==> config.mk <==
export PLATFORM = sky130hd
export DESIGN_NAME = wma_crossover_signal
export DESIGN_NICKNAME = d
export VERILOG_FILES = /design/src/sv/wcs_pkg.sv /design/src/sv/wcs_queue.sv /design/src/sv/wcs_front.sv /design/src/sv/wcs_back.sv /design/src/sv/wma_crossover_signal.sv
export VERILOG_INCLUDE_DIRS = /design/src /design/src/sv
export SDC_FILE = /design/constraint.sdc
export NUM_CORES = 2
export LEC_CHECK = 0
export BUFFER_PORTS_ARGS = -buffer_cell sky130_fd_sc_hd__buf_2
export CAP_MARGIN = 10
export CORE_MARGIN = 2
export CORE_UTILIZATION = 40
export DETAILED_ROUTE_END_ITERATION = 6
export PLACE_DENSITY_LB_ADDON = 0.2
export RECOVER_POWER = 25
export SLEW_MARGIN = 20
export SYNTH_ARGS = -nofsm -noshare
export SYNTH_HDL_FRONTEND = slang
export SYNTH_SLANG_ARGS = --single-unit
==> constraint.sdc <==
create_clock -name i_clk -period 7.5 [get_ports i_clk]
set_clock_uncertainty 0.2 [all_clocks]
set_input_delay 1.125 -clock i_clk [delete_from_list [all_inputs] [get_ports i_clk]]
set_output_delay 1.125 -clock i_clk [all_outputs]
set_load 0.05 [all_outputs]
==> src/sv/wma_crossover_signal_assert.svh <==
// assertion macros shared by the crossover block
// both sample on i_clk and are switched off while i_rst_n is low
`ifndef WMA_CROSSOVER_SIGNAL_ASSERT_SVH
`define WMA_CROSSOVER_SIGNAL_ASSERT_SVH

// consequent must hold in the same cycle as the antecedent
`define WCS_ASSERT_SAME(lbl, ante, cons, msg) \
    lbl: assert property (@(posedge i_clk) disable iff (!i_rst_n) (ante) |-> (cons)) \
        else $error(msg);

// consequent must hold at a later cycle than the antecedent
`define WCS_ASSERT_TWO(lbl, ante, cons, msg) \
    lbl: assert property (@(posedge i_clk) disable iff (!i_rst_n) (ante) |-> ##2 (cons)) \
        else $error(msg);

`endif

==> src/sv/wcs_pkg.sv <==
`default_nettype none

package wcs_pkg;

    localparam int PRICE_W   = 24;
    localparam int QTY_W     = 24;
    localparam int AVG_W     = 32;
    localparam int WS_W      = 7;
    localparam int FRAC_BITS = 8;
    localparam int APB_DW    = 32;
    localparam int APB_AW    = 3;

    localparam logic [WS_W-1:0] WS_RESET = 7'd16;
    localparam int REG_WINDOW_SIZE = 0;

    typedef enum logic [1:0] {
        SIG_NONE = 2'd0,
        SIG_BUY  = 2'd1,
        SIG_SELL = 2'd2
    } t_signal;

    typedef struct packed {
        logic [PRICE_W-1:0] tick_price;
        logic [QTY_W-1:0]   tick_quantity;
    } t_in_item;

    // decision part of a result, fixed before the average is divided out
    typedef struct packed {
        t_signal            signal;
        logic [QTY_W-1:0]   order_quantity;
        logic [PRICE_W-1:0] order_price;
    } t_order;

    typedef struct packed {
        t_signal            signal;
        logic [QTY_W-1:0]   order_quantity;
        logic [PRICE_W-1:0] order_price;
        logic [AVG_W-1:0]   average_value;
    } t_out_item;

    typedef struct packed {
        logic full;
        logic empty;
    } t_q_stat;

endpackage

`default_nettype wire

==> src/sv/wcs_queue.sv <==
`default_nettype none

module wcs_queue
    import wcs_pkg::*;
#(
    parameter int DEPTH  = 2,
    parameter int DATA_W = 8
) (
    input  wire logic              i_clk,
    input  wire logic              i_rst_n,
    input  wire logic              i_push,
    input  wire logic [DATA_W-1:0] i_push_data,
    input  wire logic              i_pop,
    output logic      [DATA_W-1:0] o_pop_data,
    output t_q_stat                o_stat
);

    localparam int PTR_W = (DEPTH > 1) ? $clog2(DEPTH) : 1;
    localparam int CNT_W = $clog2(DEPTH + 1);

    logic [DATA_W-1:0] r_slot [DEPTH];
    logic [PTR_W-1:0]  r_wr_ptr;
    logic [PTR_W-1:0]  r_rd_ptr;
    logic [CNT_W-1:0]  r_count;

    function automatic logic [PTR_W-1:0] f_inc(input logic [PTR_W-1:0] p);
        return (p == PTR_W'(DEPTH - 1)) ? '0 : p + PTR_W'(1);
    endfunction

    always_ff @(posedge i_clk) begin
        if (!i_rst_n) begin
            r_wr_ptr <= '0;
            r_rd_ptr <= '0;
            r_count  <= '0;
        end else begin
            if (i_push) begin
                r_wr_ptr <= f_inc(r_wr_ptr);
            end
            if (i_pop) begin
                r_rd_ptr <= f_inc(r_rd_ptr);
            end
            if (i_push && !i_pop) begin
                r_count <= r_count + CNT_W'(1);
            end else if (i_pop && !i_push) begin
                r_count <= r_count - CNT_W'(1);
            end
        end
    end

    always_ff @(posedge i_clk) begin
        if (i_push) begin
            r_slot[r_wr_ptr] <= i_push_data;
        end
    end

    assign o_pop_data   = r_slot[r_rd_ptr];
    assign o_stat.full  = (r_count == CNT_W'(DEPTH));
    assign o_stat.empty = (r_count == '0);

endmodule

`default_nettype wire

==> src/sv/wcs_front.sv <==
`default_nettype none

module wcs_front
    import wcs_pkg::*;
#(
    parameter int MAX_WINDOW = 64,
    parameter int PRICE_BITS = 24,
    parameter int JOB_W      = 93
) (
    input  wire logic                                   i_clk,
    input  wire logic                                   i_rst_n,
    input  wire logic                                   i_in_valid,
    output logic                                        o_in_ready,
    input  wire t_in_item                               i_in_item,
    input  wire logic                                   i_cfg_wr,
    input  wire logic [$clog2(MAX_WINDOW + 1)-1:0]      i_eff_new,
    input  wire logic [$clog2(MAX_WINDOW + 1)-1:0]      i_eff_size,
    input  wire t_q_stat                                i_q_stat,
    output logic                                        o_push,
    output logic      [JOB_W-1:0]                       o_job
);

    localparam int SW   = (PRICE_BITS < PRICE_W) ? PRICE_BITS : PRICE_W;
    localparam int AW   = $clog2(MAX_WINDOW);
    localparam int CW   = $clog2(MAX_WINDOW + 1);
    localparam int DMAX = MAX_WINDOW * (MAX_WINDOW + 1) / 2;
    localparam int DW   = $clog2(DMAX + 1);
    localparam int WW   = SW + DW;
    localparam int PSW  = SW + CW;
    localparam int NW   = 2 * CW + 1;

    typedef struct packed {
        t_order          order;
        logic [WW-1:0]   wsum;
        logic [CW-1:0]   fill;
    } t_job;

    typedef enum logic [1:0] {
        F_IDLE,
        F_TRIM,
        F_UPD,
        F_FIN
    } t_fstate;

    t_fstate          r_state;
    logic [CW-1:0]    r_fill;
    logic [CW-1:0]    r_keep;
    logic [AW-1:0]    r_oldest;
    logic [WW-1:0]    r_wsum;
    logic [PSW-1:0]   r_psum;
    logic [SW-1:0]    r_last;
    logic [SW-1:0]    r_price;
    logic [QTY_W-1:0] r_qty;
    logic             r_full;
    logic [DW-1:0]    r_d;
    logic [WW-1:0]    r_wadd;
    logic [WW-1:0]    r_wbase;
    logic [WW-1:0]    r_last_d;
    logic [WW-1:0]    r_new_d;
    logic [SW-1:0]    r_rd;
    logic [SW-1:0]    r_mem [MAX_WINDOW];

    logic [NW-1:0]    w_nn;
    logic [CW-1:0]    w_weight;
    logic [AW:0]      w_slot_sum;
    logic [AW-1:0]    w_wr_addr;
    logic [AW-1:0]    w_oldest_inc;
    logic [WW-1:0]    w_wnew;
    t_signal          w_sig;
    logic             w_accept;
    t_job             w_job;

    assign w_nn       = NW'(i_eff_size) * (NW'(i_eff_size) + NW'(1));
    assign w_weight   = r_full ? r_fill : r_fill + CW'(1);
    assign w_slot_sum = {1'b0, r_oldest} + (AW + 1)'(r_fill);
    assign w_wr_addr  = (w_slot_sum >= (AW + 1)'(MAX_WINDOW))
                      ? AW'(w_slot_sum - (AW + 1)'(MAX_WINDOW)) : AW'(w_slot_sum);
    assign w_oldest_inc = (r_oldest == AW'(MAX_WINDOW - 1)) ? '0 : r_oldest + AW'(1);
    assign w_wnew     = r_wbase + r_wadd;

    // crossover only once the window was already full
    always_comb begin
        w_sig = SIG_NONE;
        if (r_full) begin
            if ((r_last_d < r_wsum) && (r_new_d > w_wnew)) begin
                w_sig = SIG_BUY;
            end else if ((r_last_d > r_wsum) && (r_new_d < w_wnew)) begin
                w_sig = SIG_SELL;
            end
        end
    end

    assign o_in_ready = (r_state == F_IDLE) && (r_fill == r_keep) && !i_q_stat.full;
    assign w_accept   = i_in_valid && o_in_ready;

    always_comb begin
        w_job.order.signal         = w_sig;
        w_job.order.order_quantity = (w_sig != SIG_NONE) ? r_qty : '0;
        w_job.order.order_price    = (w_sig != SIG_NONE) ? PRICE_W'(r_price) : '0;
        w_job.wsum                 = w_wnew;
        w_job.fill                 = r_fill;
    end

    assign o_push = (r_state == F_FIN);
    assign o_job  = w_job;

    always_ff @(posedge i_clk) begin
        if (!i_rst_n) begin
            r_state  <= F_IDLE;
            r_fill   <= '0;
            r_keep   <= '0;
            r_oldest <= '0;
            r_wsum   <= '0;
            r_psum   <= '0;
        end else begin
            case (r_state)
                F_IDLE: begin
                    if (r_fill > r_keep) begin
                        r_state <= F_TRIM;
                    end else if (w_accept) begin
                        r_price <= i_in_item.tick_price[SW-1:0];
                        r_qty   <= i_in_item.tick_quantity;
                        r_full  <= (r_fill == i_eff_size);
                        r_d     <= DW'(w_nn >> 1);
                        r_state <= F_UPD;
                    end
                end
                F_TRIM: begin
                    r_wsum   <= r_wsum - WW'(r_psum);
                    r_psum   <= r_psum - PSW'(r_rd);
                    r_oldest <= w_oldest_inc;
                    r_fill   <= r_fill - CW'(1);
                    r_state  <= F_IDLE;
                end
                F_UPD: begin
                    r_wadd   <= WW'(r_price) * WW'(w_weight);
                    r_last_d <= WW'(r_last) * WW'(r_d);
                    r_new_d  <= WW'(r_price) * WW'(r_d);
                    r_wbase  <= r_full ? r_wsum - WW'(r_psum) : r_wsum;
                    r_psum   <= r_psum - (r_full ? PSW'(r_rd) : '0) + PSW'(r_price);
                    if (r_full) begin
                        r_oldest <= w_oldest_inc;
                    end else begin
                        r_fill <= r_fill + CW'(1);
                    end
                    r_state <= F_FIN;
                end
                F_FIN: begin
                    r_wsum  <= w_wnew;
                    r_last  <= r_price;
                    r_state <= F_IDLE;
                end
                default: begin
                    r_state <= F_IDLE;
                end
            endcase
            // a smaller window only ever lowers the level to trim down to
            if (i_cfg_wr && (i_eff_new < r_keep)) begin
                r_keep <= i_eff_new;
            end else if (r_state == F_FIN) begin
                r_keep <= r_fill;
            end
        end
    end

    // price ring, oldest entry read every cycle
    always_ff @(posedge i_clk) begin
        if (r_state == F_UPD) begin
            r_mem[w_wr_addr] <= r_price;
        end
        r_rd <= r_mem[r_oldest];
    end

endmodule

`default_nettype wire

==> src/sv/wcs_back.sv <==
`default_nettype none

module wcs_back
    import wcs_pkg::*;
#(
    parameter int MAX_WINDOW = 64,
    parameter int PRICE_BITS = 24,
    parameter int JOB_W      = 93
) (
    input  wire logic              i_clk,
    input  wire logic              i_rst_n,
    input  wire t_q_stat           i_q_stat,
    input  wire logic [JOB_W-1:0]  i_job_data,
    output logic                   o_pop,
    output logic                   o_out_valid,
    input  wire logic              i_out_ready,
    output t_out_item              o_out_item
);

    localparam int SW   = (PRICE_BITS < PRICE_W) ? PRICE_BITS : PRICE_W;
    localparam int CW   = $clog2(MAX_WINDOW + 1);
    localparam int DMAX = MAX_WINDOW * (MAX_WINDOW + 1) / 2;
    localparam int DW   = $clog2(DMAX + 1);
    localparam int WW   = SW + DW;
    localparam int QW   = WW + FRAC_BITS;
    localparam int CTW  = $clog2(QW);
    localparam int NW   = 2 * CW + 1;

    typedef struct packed {
        t_order          order;
        logic [WW-1:0]   wsum;
        logic [CW-1:0]   fill;
    } t_job;

    typedef enum logic [1:0] {
        B_IDLE,
        B_DIV,
        B_HOLD
    } t_bstate;

    t_bstate          r_state;
    logic             r_out_valid;
    t_out_item        r_out_item;
    t_order           r_order;
    logic [QW-1:0]    r_quo;
    logic [DW-1:0]    r_rem;
    logic [DW-1:0]    r_den;
    logic [CTW-1:0]   r_cnt;

    t_job             w_job;
    logic [NW-1:0]    w_kk;
    logic [DW:0]      w_trial;
    logic [DW:0]      w_diff;
    logic             w_ge;
    logic             w_load;

    assign w_job   = i_job_data;
    assign w_kk    = NW'(w_job.fill) * (NW'(w_job.fill) + NW'(1));
    assign w_trial = {r_rem, r_quo[QW-1]};
    assign w_diff  = w_trial - {1'b0, r_den};
    assign w_ge    = (w_trial >= {1'b0, r_den});

    // result register free, or emptied at this edge
    assign w_load  = (r_state == B_HOLD) && (!r_out_valid || i_out_ready);

    assign o_pop       = (r_state == B_IDLE) && !i_q_stat.empty;
    assign o_out_valid = r_out_valid;
    assign o_out_item  = r_out_item;

    always_ff @(posedge i_clk) begin
        if (!i_rst_n) begin
            r_state     <= B_IDLE;
            r_out_valid <= 1'b0;
        end else begin
            if (w_load) begin
                r_out_valid <= 1'b1;
            end else if (i_out_ready) begin
                r_out_valid <= 1'b0;
            end
            case (r_state)
                B_IDLE: begin
                    if (!i_q_stat.empty) begin
                        r_order <= w_job.order;
                        r_quo   <= {w_job.wsum, FRAC_BITS'(0)};
                        r_rem   <= '0;
                        r_den   <= DW'(w_kk >> 1);
                        r_cnt   <= '0;
                        r_state <= B_DIV;
                    end
                end
                B_DIV: begin
                    r_rem <= w_ge ? DW'(w_diff) : DW'(w_trial);
                    r_quo <= {r_quo[QW-2:0], w_ge};
                    if (r_cnt == CTW'(QW - 1)) begin
                        r_state <= B_HOLD;
                    end else begin
                        r_cnt <= r_cnt + CTW'(1);
                    end
                end
                B_HOLD: begin
                    if (w_load) begin
                        r_out_item.signal         <= r_order.signal;
                        r_out_item.order_quantity <= r_order.order_quantity;
                        r_out_item.order_price    <= r_order.order_price;
                        r_out_item.average_value  <= AVG_W'(r_quo);
                        r_state                   <= B_IDLE;
                    end
                end
                default: begin
                    r_state <= B_IDLE;
                end
            endcase
        end
    end

endmodule

`default_nettype wire

==> src/sv/wma_crossover_signal.sv <==
// channel   | handshake                  | payload
// ----------+----------------------------+------------------------------
// input     | i_in_valid / o_in_ready    | i_in_item  (price, quantity)
// result    | o_out_valid / i_out_ready  | o_out_item (signal, order, average)
// config    | psel, penable, pwrite      | paddr, pwdata, prdata, pready
//
// front: per item, oldest price read from the ring, sum update (F_UPD), crossover compare
//   (F_FIN), then one pass through F_TRIM per price dropped when the window is shrunk
// back: restoring divider for the 24.8 average, one quotient bit per cycle; it pops the
//   next item only after the last result has been loaded into the result register
// reset: synchronous, active low; window empty, window_size back to 16
// stalls: a 2-entry queue parts front and back; a held result stalls back, then front
`default_nettype none
`include "wma_crossover_signal_assert.svh"

module wma_crossover_signal
    import wcs_pkg::*;
#(
    parameter int MAX_WINDOW = 64,
    parameter int PRICE_BITS = 24
) (
    input  wire logic              i_clk,
    input  wire logic              i_rst_n,
    // configuration
    input  wire logic              psel,
    input  wire logic              penable,
    input  wire logic              pwrite,
    input  wire logic [APB_AW-1:0] paddr,
    input  wire logic [APB_DW-1:0] pwdata,
    output logic      [APB_DW-1:0] prdata,
    output logic                   pready,
    // item in
    input  wire logic              i_in_valid,
    output logic                   o_in_ready,
    input  wire t_in_item          i_in_item,
    // item out
    output logic                   o_out_valid,
    input  wire logic              i_out_ready,
    output t_out_item              o_out_item
);

    localparam int SW    = (PRICE_BITS < PRICE_W) ? PRICE_BITS : PRICE_W;
    localparam int CW    = $clog2(MAX_WINDOW + 1);
    localparam int DMAX  = MAX_WINDOW * (MAX_WINDOW + 1) / 2;
    localparam int DW    = $clog2(DMAX + 1);
    localparam int WW    = SW + DW;
    localparam int JOB_W = $bits(t_order) + WW + CW;
    localparam int Q_DEPTH = 2;

    logic [WS_W-1:0]  r_window_size;

    logic             w_reg_hit;
    logic             w_cfg_wr;
    logic [CW-1:0]    w_eff_new;
    logic [CW-1:0]    w_eff_size;
    logic             w_push;
    logic [JOB_W-1:0] w_job;
    logic             w_pop;
    logic [JOB_W-1:0] w_pop_data;
    t_q_stat          w_q_stat;

    // zero acts as a window of one, anything above the ring depth as full depth
    function automatic logic [CW-1:0] f_eff(input logic [WS_W-1:0] ws);
        logic [CW-1:0] v;
        if (ws == '0) begin
            v = CW'(1);
        end else if (int'(ws) > MAX_WINDOW) begin
            v = CW'(MAX_WINDOW);
        end else begin
            v = CW'(ws);
        end
        return v;
    endfunction

    // register file: window_size only, at byte address 0
    assign w_reg_hit = (paddr[APB_AW-1:2] == (APB_AW - 2)'(REG_WINDOW_SIZE));
    assign w_cfg_wr  = psel && penable && pwrite && w_reg_hit;
    assign pready    = 1'b1;
    assign prdata    = w_reg_hit ? APB_DW'(r_window_size) : '0;

    always_ff @(posedge i_clk) begin
        if (!i_rst_n) begin
            r_window_size <= WS_RESET;
        end else if (w_cfg_wr) begin
            r_window_size <= pwdata[WS_W-1:0];
        end
    end

    assign w_eff_new  = f_eff(pwdata[WS_W-1:0]);
    assign w_eff_size = f_eff(r_window_size);

    // front: ring, sums and crossover decision
    wcs_front #(
        .MAX_WINDOW (MAX_WINDOW),
        .PRICE_BITS (PRICE_BITS),
        .JOB_W      (JOB_W)
    ) u_front (
        .i_clk      (i_clk),
        .i_rst_n    (i_rst_n),
        .i_in_valid (i_in_valid),
        .o_in_ready (o_in_ready),
        .i_in_item  (i_in_item),
        .i_cfg_wr   (w_cfg_wr),
        .i_eff_new  (w_eff_new),
        .i_eff_size (w_eff_size),
        .i_q_stat   (w_q_stat),
        .o_push     (w_push),
        .o_job      (w_job)
    );

    // decided items waiting for the divider
    wcs_queue #(
        .DEPTH  (Q_DEPTH),
        .DATA_W (JOB_W)
    ) u_queue (
        .i_clk       (i_clk),
        .i_rst_n     (i_rst_n),
        .i_push      (w_push),
        .i_push_data (w_job),
        .i_pop       (w_pop),
        .o_pop_data  (w_pop_data),
        .o_stat      (w_q_stat)
    );

    // back: average division and result register
    wcs_back #(
        .MAX_WINDOW (MAX_WINDOW),
        .PRICE_BITS (PRICE_BITS),
        .JOB_W      (JOB_W)
    ) u_back (
        .i_clk       (i_clk),
        .i_rst_n     (i_rst_n),
        .i_q_stat    (w_q_stat),
        .i_job_data  (w_pop_data),
        .o_pop       (w_pop),
        .o_out_valid (o_out_valid),
        .i_out_ready (i_out_ready),
        .o_out_item  (o_out_item)
    );

    // every accepted item reaches the queue, pushed once the front reaches F_FIN
    `WCS_ASSERT_TWO(a_accept_pushes, i_in_valid && o_in_ready, w_push, "item lost in front")
    // the front never writes into a full queue
    `WCS_ASSERT_SAME(a_push_room, w_push, !w_q_stat.full, "push into full queue")
    // a result without a crossover carries no order
    `WCS_ASSERT_SAME(a_no_sig_no_order, o_out_valid && (o_out_item.signal == SIG_NONE),
        (o_out_item.order_quantity == '0) && (o_out_item.order_price == '0),
        "order fields set without signal")

endmodule

`default_nettype wire

==> flow_summary_export.csv <==
group,metric,value,unit
sta,slew_headroom,-116,%
status,failed_checks,"capacitance limit, slew limit",
power,cellLeakagePower,49.8,nW
sta,tns,0,ps
cells_and_area,fin_nets,9947,
routing,vias_per_cell,5.45,
cells_and_area,seq_area,0.0672,mm²
setup_path,cp-end-kind,"register",
sta,min_period,7220,ps
place,portBuffers,153,
place,dp_hpwl,221000,µm
setup_path,startpoint_type,"register",
clock_tree,clk_latency,950,ps
routing,routed_wl,330000,µm
clock_tree,htreeDepth,4,
routing,drcViolationCount,0,
global_routing,grt_pass1_vias,72100,
sta,min_period_over_period,96.2,%
synthesis,post-synth-top-count-cell,"edfxtp_1",
cells_and_area,area_growth_syn_to_layout,12.2,%
synthesis,synth_area_leaders,"edfxtp_1 (54%), fa_1 (11%), mux4_2 (9.4%)",
sta,slew_viol_final,489,
synthesis,synth_area_leader_cell,"edfxtp_1",
floorplanning,die_x,553,µm
synthesis,yosysUniqueCellTypes,87,
global_routing,antenna_found_initial,21,
synthesis,syn-instance-count,8403,
global_routing,grt_overflow,0,
power,p_clk_share,17.8,%
synthesis,async_reset_ff_share,0,%
cells_and_area,multi_input_area,0.0486,mm²
setup_path,worst-setup-path-type,"reg2reg",
synthesis,ys.flop_type,"edfxtp_1",
global_routing,grt_max_degree,152,
routing,drt_iter0_drc,6206,
synthesis,yosys-top-cells-count,"edfxtp_1 (2,152), inv_1 (974), nand2_1 (681), fa_1 (634), mux4_2 (504)",
synthesis,yosys_warnings,0,
power,power_switching,0.0284,W
power,p_int,0.0391,W
routing,routedWlPerCell,25.6,µm
power,power.total,0.0675,W
cells_and_area,nFillCells,26600,
clock_tree,clock_sinks,2280,
power,p_comb_share,56.0,%
status,status,"finished with violations",
synthesis,syn_avg_cell_area,14.4,µm²
synthesis,synth-seq-area-share,55.7,%
sta,fmax,0.139,GHz
cells_and_area,layout-drive-gt1-share,15.9,%
clock_tree,clk_pin_slew,60,ps
sta,hold_viol_final,0,
power,peakVddDrop,0.00103,V
sta,grt_setup_unrepaired,"false",
setup_path,critPathRequiredTime,7940,ps
synthesis,yosysTopAreaCellShare,53.6,%
clock_tree,post-cts-setup-buffers,0,
place,post-place-ws,391,ps
global_routing,track_usage,21.5,%
clock_tree,cts-root-buf,"clkbuf_16",
clock_tree,cts_inserted_buffers,241,
global_routing,grt_pass1_wl,486000,µm
sta,holdWs,186,ps
floorplanning,start_util,40.2,%
power,seqPwrFrac,26.2,%
floorplanning,die_area,0.306,mm²
synthesis,synth_edf_count,2152,
synthesis,synth_seq_cells,2280,
min_path,min_path_type,"in2reg",
sta,worst_pin_slew,3240,ps
setup_path,crit_arrival,7660,ps
power,switching_share,42.1,%
routing,detail-route-antenna-nets,0,
power,powerDensity,499,mW/mm²
synthesis,syn_area,0.121,mm²
sta,setup_ws,284,ps
place,place_congestion,0.896,
floorplanning,rows,201,
setup_path,crit_fanout,7,
routing,dr.pass1.iters,5,
routing,vias,70300,
floorplanning,ios,207,
floorplanning,fp.dieH,553,µm
floorplanning,core,0.300,mm²
clock_tree,cts_buffer_depth,4,
sta,setup_viol,0,
flow_run,cap_violations,11,
clock_tree,cts_tree,"built",
metal layers:
metal / vias to the layer above / routed length [µm] / track usage [%]
li1: 30800 / - / -
met1: 36800 / 145000 / 30.6
met2: 2376 / 155000 / 34.7
met3: 400 / 21200 / 2.87
met4: 8 / 9310 / 5.61
met5: - / 48 / 0
what timing repair did:
item,CTS,global route
hold buffers,0,0
resized for setup,0,1
setup endpoints to repair,0,3
cells in the final DEF (no fill, tap or decap), types with 21 or more instances in the layout:
cell and n:
clkinv_1 49, xor2_1 70, or3_1 22, a211oi_1 61, clkbuf_16 244, fa_1 634, mux4_2 504, nand4_1 42
mux2i_1 74, nor3_1 44, ha_1 493, a21boi_0 35, mux2_1 22, a21oi_1 271, xnor2_1 191, and2_1 229
a21o_1 98, nor2b_1 50, a31oi_1 27, o21ai_0 234, clkbuf_1 100, buf_2 141, nand2b_1 43, nand3_1 64
inv_1 972, or2_2 30, bufinv_16 21, o21a_1 44, clkinv_2 41, nor2_2 54, o21bai_1 29, edfxtp_1 2152
buf_4 207, nor2_1 421, conb_1 31, mux2_2 33, nand2_1 681, dfxtp_1 122, and3_1 23
registers in the layout, summed over array words and instances, names as in the netlist, 36 cells and up, named ones only:
name,count
u_queue.r_slot,186
u_front.r_wsum,36
u_front.r_new_d,36
u_back.r_order,50
u_front.r_last_d,36
u_front.r_mem,1536
u_back.r_quo,44
u_front.r_wbase,36
u_back.o_out_item,82
area by class of cell:
| cell class | instances | share of cell area (%) |
|---|---|---|
| sequential | 2280 | 49.7 |
| clock buffer | 310 | 4.84 |
| clock inverter | 137 | 1.05 |
| timing repair buffer | 421 | 2.12 |
| inverter | 990 | 2.75 |
| multi-input combinational | 4792 | 35.9 |
| antenna | 8 | 0.0148 |
| tap | 3958 | 3.66 |
cell families after synthesis:
group | count (synthesis) | share of synthesized area, %
buf+inv | 1360 | 4.32
simple gates | 1766 | 6.65
fa+ha+maj | 1131 | 15.7
other cells | 2 | 0.00623
mux | 633 | 10.5
flops | 2280 | 55.7
compound gates | 969 | 5.18
xor+xnor | 262 | 1.90
worst max-delay path: stages, from the launching register on:
cell       delay (ps)
edfxtp_1          510
clkbuf_1          990
buf_4             260
inv_1              90
nor2_1            150
fa_1              450
fa_1              410
fa_1              530
inv_1              50
fa_1              480
inv_1              40
ha_1              370
a2111oi_0         460
o21ai_0           310
a311oi_2          420
nor2_1            160
o41ai_2           400
o311a_1           310
nand2b_1           80
a21oi_1           180
xnor2_1            80
through the flow:
stage,instance area [µm²],instances,utilization (%)
after floorplan,121000,8432,-
after global placement,127000,12400,42.5
after detailed placement,127000,12400,42.5
after CTS,135000,12900,45.2
after global routing,135000,12900,45.1
final,135000,12900,45.1
worst paths after layout:
path                                start                              end  slack [ps]  depth (start not counted)
max reg2reg  u_front.r_price[2]$_DFFE_PP_     u_front.r_wadd[26]$_DFFE_PP_         280                         20
max          u_front.r_price[2]$_DFFE_PP_     u_front.r_wadd[26]$_DFFE_PP_         280                         20
min                         i_in_item[36]    u_front.r_price[12]$_DFFE_PP_         190                          1
min reg2reg   u_back.r_order[3]$_DFFE_PP_  u_back.o_out_item[35]$_DFFE_PP_         220                          0
power groups by stage:
| stage | Clock (W) | Combinational (W) | Sequential (W) |
|---|---|---|---|
| after floorplan | 0 | 0.0273 | 0.0176 |
| after global placement | 0 | 0.0374 | 0.0179 |
| after detailed placement | 0 | 0.0378 | 0.0179 |
| after CTS | 0.0123 | 0.0381 | 0.0177 |
| after global routing | 0.0128 | 0.0423 | 0.0177 |
| final | 0.0120 | 0.0378 | 0.0177 |
Note: power is estimated with default switching activity, not from simulation.
